**src/rtl/owss_pkg.sv**
```systemverilog
// ----------------------------------------------------------------------------
// owss_pkg
// Shared types and constants for the one-wire slave time-slot decoder.
// ----------------------------------------------------------------------------
package owss_pkg;

    // Width of every timing register.
    localparam int CFG_W          = 10;
    localparam int COUNT_BITS_DEF = 10;
    localparam int APB_AW         = 5;
    localparam int APB_DW         = 32;

    // Register indexes (byte address is four times the index).
    localparam logic [2:0] REG_ENABLE      = 3'd0;
    localparam logic [2:0] REG_ONE_DELAY   = 3'd1;
    localparam logic [2:0] REG_ZERO_EXTRA  = 3'd2;
    localparam logic [2:0] REG_RESET_EXTRA = 3'd3;
    localparam logic [2:0] REG_DRIVE_TIME  = 3'd4;

    // Reset values of the timing registers.
    localparam logic [CFG_W-1:0] ONE_DELAY_RST   = 10'd15;
    localparam logic [CFG_W-1:0] ZERO_EXTRA_RST  = 10'd45;
    localparam logic [CFG_W-1:0] RESET_EXTRA_RST = 10'd420;
    localparam logic [CFG_W-1:0] DRIVE_TIME_RST  = 10'd45;

    typedef enum logic [1:0] {
        EV_NONE  = 2'd0,
        EV_ONE   = 2'd1,
        EV_ZERO  = 2'd2,
        EV_RESET = 2'd3
    } ev_t;

    typedef struct packed {
        logic             enable;
        logic [CFG_W-1:0] one_sample_delay;
        logic [CFG_W-1:0] zero_extra_delay;
        logic [CFG_W-1:0] reset_extra_delay;
        logic [CFG_W-1:0] drive_low_time;
    } cfg_t;

endpackage

```
**src/rtl/owss_cfg_regs.sv**
```systemverilog
// ----------------------------------------------------------------------------
// owss_cfg_regs
// APB register file holding the enable bit and the four timing values.
// ----------------------------------------------------------------------------
module owss_cfg_regs import owss_pkg::*; (
    input  logic              aclk,
    input  logic              aresetn,
    input  logic              psel,
    input  logic              penable,
    input  logic              pwrite,
    input  logic [APB_AW-1:0] paddr,
    input  logic [APB_DW-1:0] pwdata,
    output logic [APB_DW-1:0] prdata,
    output logic              pready,
    output cfg_t              cfg
);

    cfg_t       cfg_reg;
    logic       wr_en;
    logic [2:0] reg_idx;

    assign pready  = 1'b1;
    assign wr_en   = psel && penable && pwrite && pready;
    assign reg_idx = paddr[APB_AW-1:2];
    assign cfg     = cfg_reg;

    always_ff @(posedge aclk) begin
        if (!aresetn) begin
            cfg_reg.enable            <= 1'b0;
            cfg_reg.one_sample_delay  <= ONE_DELAY_RST;
            cfg_reg.zero_extra_delay  <= ZERO_EXTRA_RST;
            cfg_reg.reset_extra_delay <= RESET_EXTRA_RST;
            cfg_reg.drive_low_time    <= DRIVE_TIME_RST;
        end else if (wr_en) begin
            case (reg_idx)
                REG_ENABLE:      cfg_reg.enable            <= pwdata[0];
                REG_ONE_DELAY:   cfg_reg.one_sample_delay  <= pwdata[CFG_W-1:0];
                REG_ZERO_EXTRA:  cfg_reg.zero_extra_delay  <= pwdata[CFG_W-1:0];
                REG_RESET_EXTRA: cfg_reg.reset_extra_delay <= pwdata[CFG_W-1:0];
                REG_DRIVE_TIME:  cfg_reg.drive_low_time    <= pwdata[CFG_W-1:0];
                default: ;
            endcase
        end
    end

    always_comb begin
        prdata = '0;
        case (reg_idx)
            REG_ENABLE:      prdata = APB_DW'(cfg_reg.enable);
            REG_ONE_DELAY:   prdata = APB_DW'(cfg_reg.one_sample_delay);
            REG_ZERO_EXTRA:  prdata = APB_DW'(cfg_reg.zero_extra_delay);
            REG_RESET_EXTRA: prdata = APB_DW'(cfg_reg.reset_extra_delay);
            REG_DRIVE_TIME:  prdata = APB_DW'(cfg_reg.drive_low_time);
            default:         prdata = '0;
        endcase
    end

endmodule

```
**src/rtl/owss_slot_fsm.sv**
```systemverilog
// ----------------------------------------------------------------------------
// owss_slot_fsm
// Slot state machine: edge detector, saturating tick counter and the
// three-sample decision. Advances once per accepted line sample.
// ----------------------------------------------------------------------------
module owss_slot_fsm import owss_pkg::*; #(
    parameter int COUNT_BITS = COUNT_BITS_DEF
) (
    input  logic aclk,
    input  logic aresetn,
    input  logic step,
    input  logic line_level,
    input  logic reply_bit,
    input  cfg_t cfg,
    output logic drive_low,
    output ev_t  event_res
);

    localparam int CmpW = (COUNT_BITS > CFG_W) ? COUNT_BITS : CFG_W;
    localparam logic [COUNT_BITS-1:0] CountMax = '1;

    typedef enum logic [4:0] {
        PH_IDLE  = 5'b00001,
        PH_WAIT1 = 5'b00010,
        PH_WAIT2 = 5'b00100,
        PH_WAIT3 = 5'b01000,
        PH_DRIVE = 5'b10000
    } phase_t;

    phase_t                  phase_reg, phase_next;
    logic                    prev_level_reg;
    logic [COUNT_BITS-1:0]   tick_count_reg, tick_count_next;
    logic [COUNT_BITS-1:0]   tick_inc;
    logic [CFG_W-1:0]        limit;
    logic                    reached;

    // A zero setting counts as one tick; settings above the counter range
    // clamp to the counter maximum.
    function automatic logic [CmpW-1:0] target_of(input logic [CFG_W-1:0] v);
        logic [CmpW-1:0] t;
        t = CmpW'(v);
        if (v == '0) t = CmpW'(1);
        if (t > CmpW'(CountMax)) t = CmpW'(CountMax);
        return t;
    endfunction

    assign tick_inc = (tick_count_reg == CountMax) ? tick_count_reg
                                                   : tick_count_reg + 1'b1;

    always_comb begin
        case (phase_reg)
            PH_WAIT1: limit = cfg.one_sample_delay;
            PH_WAIT2: limit = cfg.zero_extra_delay;
            PH_WAIT3: limit = cfg.reset_extra_delay;
            default:  limit = cfg.drive_low_time;
        endcase
    end

    assign reached = CmpW'(tick_inc) >= target_of(limit);

    always_comb begin
        phase_next      = phase_reg;
        tick_count_next = tick_count_reg;
        drive_low       = 1'b0;
        event_res       = EV_NONE;
        case (phase_reg)
            PH_WAIT1: begin
                tick_count_next = tick_inc;
                if (reached) begin
                    tick_count_next = '0;
                    if (line_level) begin
                        event_res  = EV_ONE;
                        phase_next = reply_bit ? PH_IDLE : PH_DRIVE;
                    end else begin
                        phase_next = PH_WAIT2;
                    end
                end
            end
            PH_WAIT2: begin
                tick_count_next = tick_inc;
                if (reached) begin
                    tick_count_next = '0;
                    if (line_level) begin
                        event_res  = EV_ZERO;
                        phase_next = PH_IDLE;
                    end else begin
                        phase_next = PH_WAIT3;
                    end
                end
            end
            PH_WAIT3: begin
                tick_count_next = tick_inc;
                if (reached) begin
                    tick_count_next = '0;
                    if (line_level) begin
                        event_res  = EV_RESET;
                        phase_next = PH_DRIVE;
                    end else begin
                        phase_next = PH_IDLE;
                    end
                end
            end
            PH_DRIVE: begin
                drive_low       = 1'b1;
                tick_count_next = tick_inc;
                if (reached) begin
                    tick_count_next = '0;
                    phase_next      = PH_IDLE;
                end
            end
            default: begin
                phase_next = PH_IDLE;
                if (cfg.enable && prev_level_reg && !line_level) begin
                    tick_count_next = '0;
                    phase_next      = PH_WAIT1;
                end
            end
        endcase
    end

    always_ff @(posedge aclk) begin
        if (!aresetn) begin
            phase_reg      <= PH_IDLE;
            prev_level_reg <= 1'b1;
            tick_count_reg <= '0;
        end else if (step) begin
            phase_reg      <= phase_next;
            prev_level_reg <= line_level;
            tick_count_reg <= tick_count_next;
        end
    end

endmodule

```
**src/rtl/one_wire_slave_slot_decoder.sv**
```systemverilog
// ----------------------------------------------------------------------------
// one_wire_slave_slot_decoder
// One-wire bus slave time-slot decoder with a stream input of line samples
// and a stream output of drive and event results.
// ----------------------------------------------------------------------------
// Each input item is one line sample per microsecond tick and yields exactly
// one result item: whether the slave pulls the line low on that tick and
// which slot event, if any, was decided there. The block takes one item per
// clock cycle unless the output stalls; the result is written to the output
// register when the item is accepted, and the input stays ready while that
// register is empty or being drained. The slot state machine and tick counter
// advance only on accepted items, so stalls on either side do not disturb
// timing, which is counted in items. The user must write timing registers
// over the APB port only while the stream is idle; the block does not check.
module one_wire_slave_slot_decoder import owss_pkg::*; #(
    parameter int COUNT_BITS = COUNT_BITS_DEF
) (
    input  logic              aclk,
    input  logic              aresetn,
    // APB configuration port
    input  logic              psel,
    input  logic              penable,
    input  logic              pwrite,
    input  logic [APB_AW-1:0] paddr,
    input  logic [APB_DW-1:0] pwdata,
    output logic [APB_DW-1:0] prdata,
    output logic              pready,
    // Line samples
    input  logic              s_tvalid,
    output logic              s_tready,
    input  logic [7:0]        s_tdata,   // [0] line_level, [1] reply_bit
    // Results
    output logic              m_tvalid,
    input  logic              m_tready,
    output logic [7:0]        m_tdata    // [0] drive_low, [2:1] event_res
);

    cfg_t cfg;
    logic accept;
    logic drive_comb;
    ev_t  event_comb;
    logic m_valid_reg;
    logic drive_reg;
    ev_t  event_reg;

    owss_cfg_regs u_cfg (
        .aclk    (aclk),
        .aresetn (aresetn),
        .psel    (psel),
        .penable (penable),
        .pwrite  (pwrite),
        .paddr   (paddr),
        .pwdata  (pwdata),
        .prdata  (prdata),
        .pready  (pready),
        .cfg     (cfg)
    );

    assign s_tready = !m_valid_reg || m_tready;
    assign accept   = s_tvalid && s_tready;

    owss_slot_fsm #(
        .COUNT_BITS (COUNT_BITS)
    ) u_fsm (
        .aclk       (aclk),
        .aresetn    (aresetn),
        .step       (accept),
        .line_level (s_tdata[0]),
        .reply_bit  (s_tdata[1]),
        .cfg        (cfg),
        .drive_low  (drive_comb),
        .event_res  (event_comb)
    );

    always_ff @(posedge aclk) begin
        if (!aresetn) begin
            m_valid_reg <= 1'b0;
        end else if (accept) begin
            m_valid_reg <= 1'b1;
        end else if (m_tready) begin
            m_valid_reg <= 1'b0;
        end
    end

    always_ff @(posedge aclk) begin
        if (accept) begin
            drive_reg <= drive_comb;
            event_reg <= event_comb;
        end
    end

    assign m_tvalid = m_valid_reg;
    assign m_tdata  = {5'b0, event_reg, drive_reg};

    // Events are decided only on sample ticks, never while the slave drives.
    a_no_event_while_driving: assert property (@(posedge aclk) disable iff (!aresetn)
        m_valid_reg && (event_reg != EV_NONE) |-> !drive_reg)
        else $error("event reported on a driven tick");

    // An empty output register never blocks the input.
    a_ready_when_empty: assert property (@(posedge aclk) disable iff (!aresetn)
        !m_valid_reg |-> s_tready)
        else $error("input stalled with empty output register");

    // Every accepted item produces a result in the next cycle.
    a_result_follows: assert property (@(posedge aclk) disable iff (!aresetn)
        accept |=> m_valid_reg)
        else $error("accepted item produced no result");

endmodule
```
**config.mk**
```make
export PLATFORM = sky130hd
export DESIGN_NAME = one_wire_slave_slot_decoder
export DESIGN_NICKNAME = d
export VERILOG_FILES = /design/src/rtl/owss_pkg.sv /design/src/rtl/owss_cfg_regs.sv /design/src/rtl/owss_slot_fsm.sv /design/src/rtl/one_wire_slave_slot_decoder.sv
export SDC_FILE = /design/constraint.sdc
export NUM_CORES = 1
export LEC_CHECK = 0
export BUFFER_PORTS_ARGS = -buffer_cell sky130_fd_sc_hd__clkbuf_2
export CAP_MARGIN = 5
export CELL_PAD_IN_SITES_DETAIL_PLACEMENT = 0
export CELL_PAD_IN_SITES_GLOBAL_PLACEMENT = 2
export CORE_ASPECT_RATIO = 1.2
export CORE_MARGIN = 3
export CORE_UTILIZATION = 32
export CTS_BUF_LIST = sky130_fd_sc_hd__clkbuf_8
export CTS_CLUSTER_SIZE = 10
export DETAILED_ROUTE_END_ITERATION = 6
export PLACE_DENSITY = 0.9
export SYNTH_ARGS = -nofsm -noshare
export SYNTH_HDL_FRONTEND = slang
export SYNTH_SLANG_ARGS = --single-unit
```
**constraint.sdc**
```tcl
create_clock -name aclk -period 4.75 [get_ports aclk]
set_clock_uncertainty 0.15 [all_clocks]
set_input_delay 0.95 -clock aclk [delete_from_list [all_inputs] [get_ports aclk]]
set_output_delay 0.95 -clock aclk [all_outputs]
set_load 0.1 [all_outputs]
```
==> impl_metrics.tcl <==
set metrics [dict create \
    ctsResizeCount 0 \
    max-vdd-ir-drop_mv 0.109 \
    cp_cell_sequence "xor2_1 > mux2_1 > nand2_2 > a222oi_1 > nand2_1 > o31ai_1 > ha_1 > nand2b_1 > a21oi_1 > o221ai_1 > a221oi_1 > buf_4 > nand4_1 > a31oi_1" \
    tns_ns 0 \
    final_common_cell "nand2_1" \
    synth_ff_type "dfxtp_1" \
    rows 41 \
    cts_max_level 3 \
    crit_fanout 11 \
    grt_max_degree 25 \
    vias 3176 \
    relSlewSlack_pct 36.8 \
    cp-start-kind "flip-flop" \
    criticalPathCategory "reg -> reg" \
    post-route-min-period_ns 4.24 \
    timing.fmax_mhz 236 \
    nFillCells 1153 \
    ctsLongestPathBuffers 2 \
    area_delta_synth_final_pct 9.18 \
    cpMaxStageDelayCell "a222oi_1" \
    holdCritPathClass "reg -> reg" \
    ys_ff_latch 61 \
    io_pins 95 \
    overflow 0 \
    cap_violations 0 \
    wl_per_cell_um 16.7 \
    total_power_w 0.00111 \
    cts-buffers-inserted 9 \
    synth_edf_count 3 \
    grt_pass1_vias 2970 \
    synth_cell_types 51 \
    cts_setup_buffers 0 \
    crit_family "compound AO/OA/AOI/OAI gates" \
    root_buffer "clkbuf_8" \
    slowest_delay_ns 0.67 \
    die_x_um 103 \
    diodes 0 \
    antenna_found_initial 0 \
    finalHoldViolCount 0 \
    final-seq-area_mm2 0.00125 \
    start_util_pct 33.5 \
    async_flop_share_pct 0 \
    fin_ws_ns 0.506 \
    path_clk_slew_ns 0.06 \
    final-max-slew-violation-count 0 \
    rsz0062_at_grt "no" \
    cts.sinks 61 \
    track_usage_pct 15.6 \
    critPathCaptureType "flip-flop" \
    insertion_delay_ns 0.34 \
    status "completed" \
    power_density_mw_per_mm2 283 \
    cts_tree "done" \
    yosys_warnings 0 \
    synth.avg_cell_area_um2 8.42 \
    crit_required_ns 4.86 \
    yosys.area.top_type "dfxtp_1" \
    multi_input_area_mm2 0.00212 \
    most-common-layout-cells "nand2_1 (66), dfxtp_1 (58), nor2_1 (38), mux2i_1 (36), clkbuf_2 (36)" \
    final_antenna_net_count 0 \
    dr.pass1.iters 6 \
    yosys-top-cells-area "dfxtp_1 (32%), mux2i_1 (10%), nand2_1 (6.9%)" \
    cp.arrival_ns 4.35 \
    core_mm2 0.0108 \
    routed_via_density 5.40 \
    path_buf_inv 1 \
    dp_slack_ns 0.502 \
    synthCells 429 \
    finalSetupViolations 0 \
    drc 0 \
    largest_reg_flops 41 \
    synth_top_cell_area_share_pct 32.1 \
    cts_hold_buf 0 \
    synth_area_mm2 0.00361 \
    placement.io_buffers 36 \
    finalWeightedCongestion 0.819 \
    hpwlAfterDp_um 7090 \
    worst_slew_pin_slew_ns 0.946 \
    drive_gt1_share_pct 16.6 \
    nets 519 \
    wl_um 9840 \
    fin_crit_sh_pct 89.4 \
    seq_area_frac_synth_pct 34.6 \
    die_h_um 122 \
    power.leakage_nw 1.54 \
    drtIter0Drc 215 \
    grt_pass1_wl_um 15100 \
    die_area_mm2 0.0126 \
]
Yosys cell counts, types with 7 or more instances:
master / n
nand2_1: 66
dfxtp_1: 58
nor2_1: 38
mux2i_1: 36
buf_4: 30
clkbuf_1: 20
nand3_1: 16
a21oi_1: 13
o21ai_0: 13
mux2_2: 12
a22o_1: 11
ha_1: 11
a22oi_1: 9
a32oi_1: 9
a222oi_1: 7
nor2b_1: 7
nor3_1: 7
routing by layer:
layer  wire length [µm]  track usage [%]  vias to the layer above
li1                   -                -                     1536
met1               4150             19.4                     1505
met2               4880             26.1                      111
met3                557             3.07                       24
met4                245             6.40                        0
met5                  0                0                        -
where the power goes:
| part | internal [W] | leakage (nW) | switching [W] |
|---|---|---|---|
| clock network | 0.000176 | 0.0871 | 0.000192 |
| logic | 0.0000301 | 0.952 | 0.000190 |
| registers | 0.000521 | 0.499 | 0.00000431 |
final timing paths:
kind	endpoint	from	cells past startpoint	slack (ns)
setup / recovery	u_fsm.tick_count_reg[0]$_SDFFE_PN0P_	u_fsm.phase_reg[1]$_SDFFE_PN0P_	14	0.51
hold / removal	u_cfg.cfg[29]$_SDFFE_PN0P_	u_cfg.cfg[29]$_SDFFE_PN0P_	2	0.33
hold reg to reg	u_cfg.cfg[29]$_SDFFE_PN0P_	u_cfg.cfg[29]$_SDFFE_PN0P_	2	0.33
setup reg to reg	u_fsm.tick_count_reg[0]$_SDFFE_PN0P_	u_fsm.phase_reg[1]$_SDFFE_PN0P_	14	0.51
tightest hold or removal path: stages, from the launching register on:
cell and delay [ns]:
dfxtp_1 0.32, nand2_1 0.06, a21oi_1 0.05
layout make-up:
type | instances | share of cell area (%)
repair buffers | 46 | 6.47
multi-input cells | 334 | 53.6
flip-flops and latches | 61 | 31.7
clock buffers | 9 | 3.14
inverters | 4 | 0.381
clock inverters | 5 | 0.571
well taps | 129 | 4.09
per-stage QoR:
| step | hold slack [ns] | cell area (µm²) | utilization [%] | std cells |
|---|---|---|---|---|
| final | 0.334 | 3950 | 36.6 | 588 |
| after global routing | 0.354 | 3950 | 36.6 | 588 |
| after CTS | 0.333 | 3940 | 36.6 | 587 |
| after detailed placement | 0.324 | 3790 | 35.2 | 573 |
| after global placement | 0.310 | 3790 | 35.2 | 573 |
| after floorplan | 0.299 | 3710 | - | 455 |
kinds of logic after synthesis:
family          synth area share (%)
buf+inv                         9.66
other cells                    0.208
mux                             14.0
fa+ha+maj                       3.81
flops                           34.6
compound gates                  16.2
simple gates                    20.2
xor+xnor                        1.21
(Power assumes the default switching activity.)
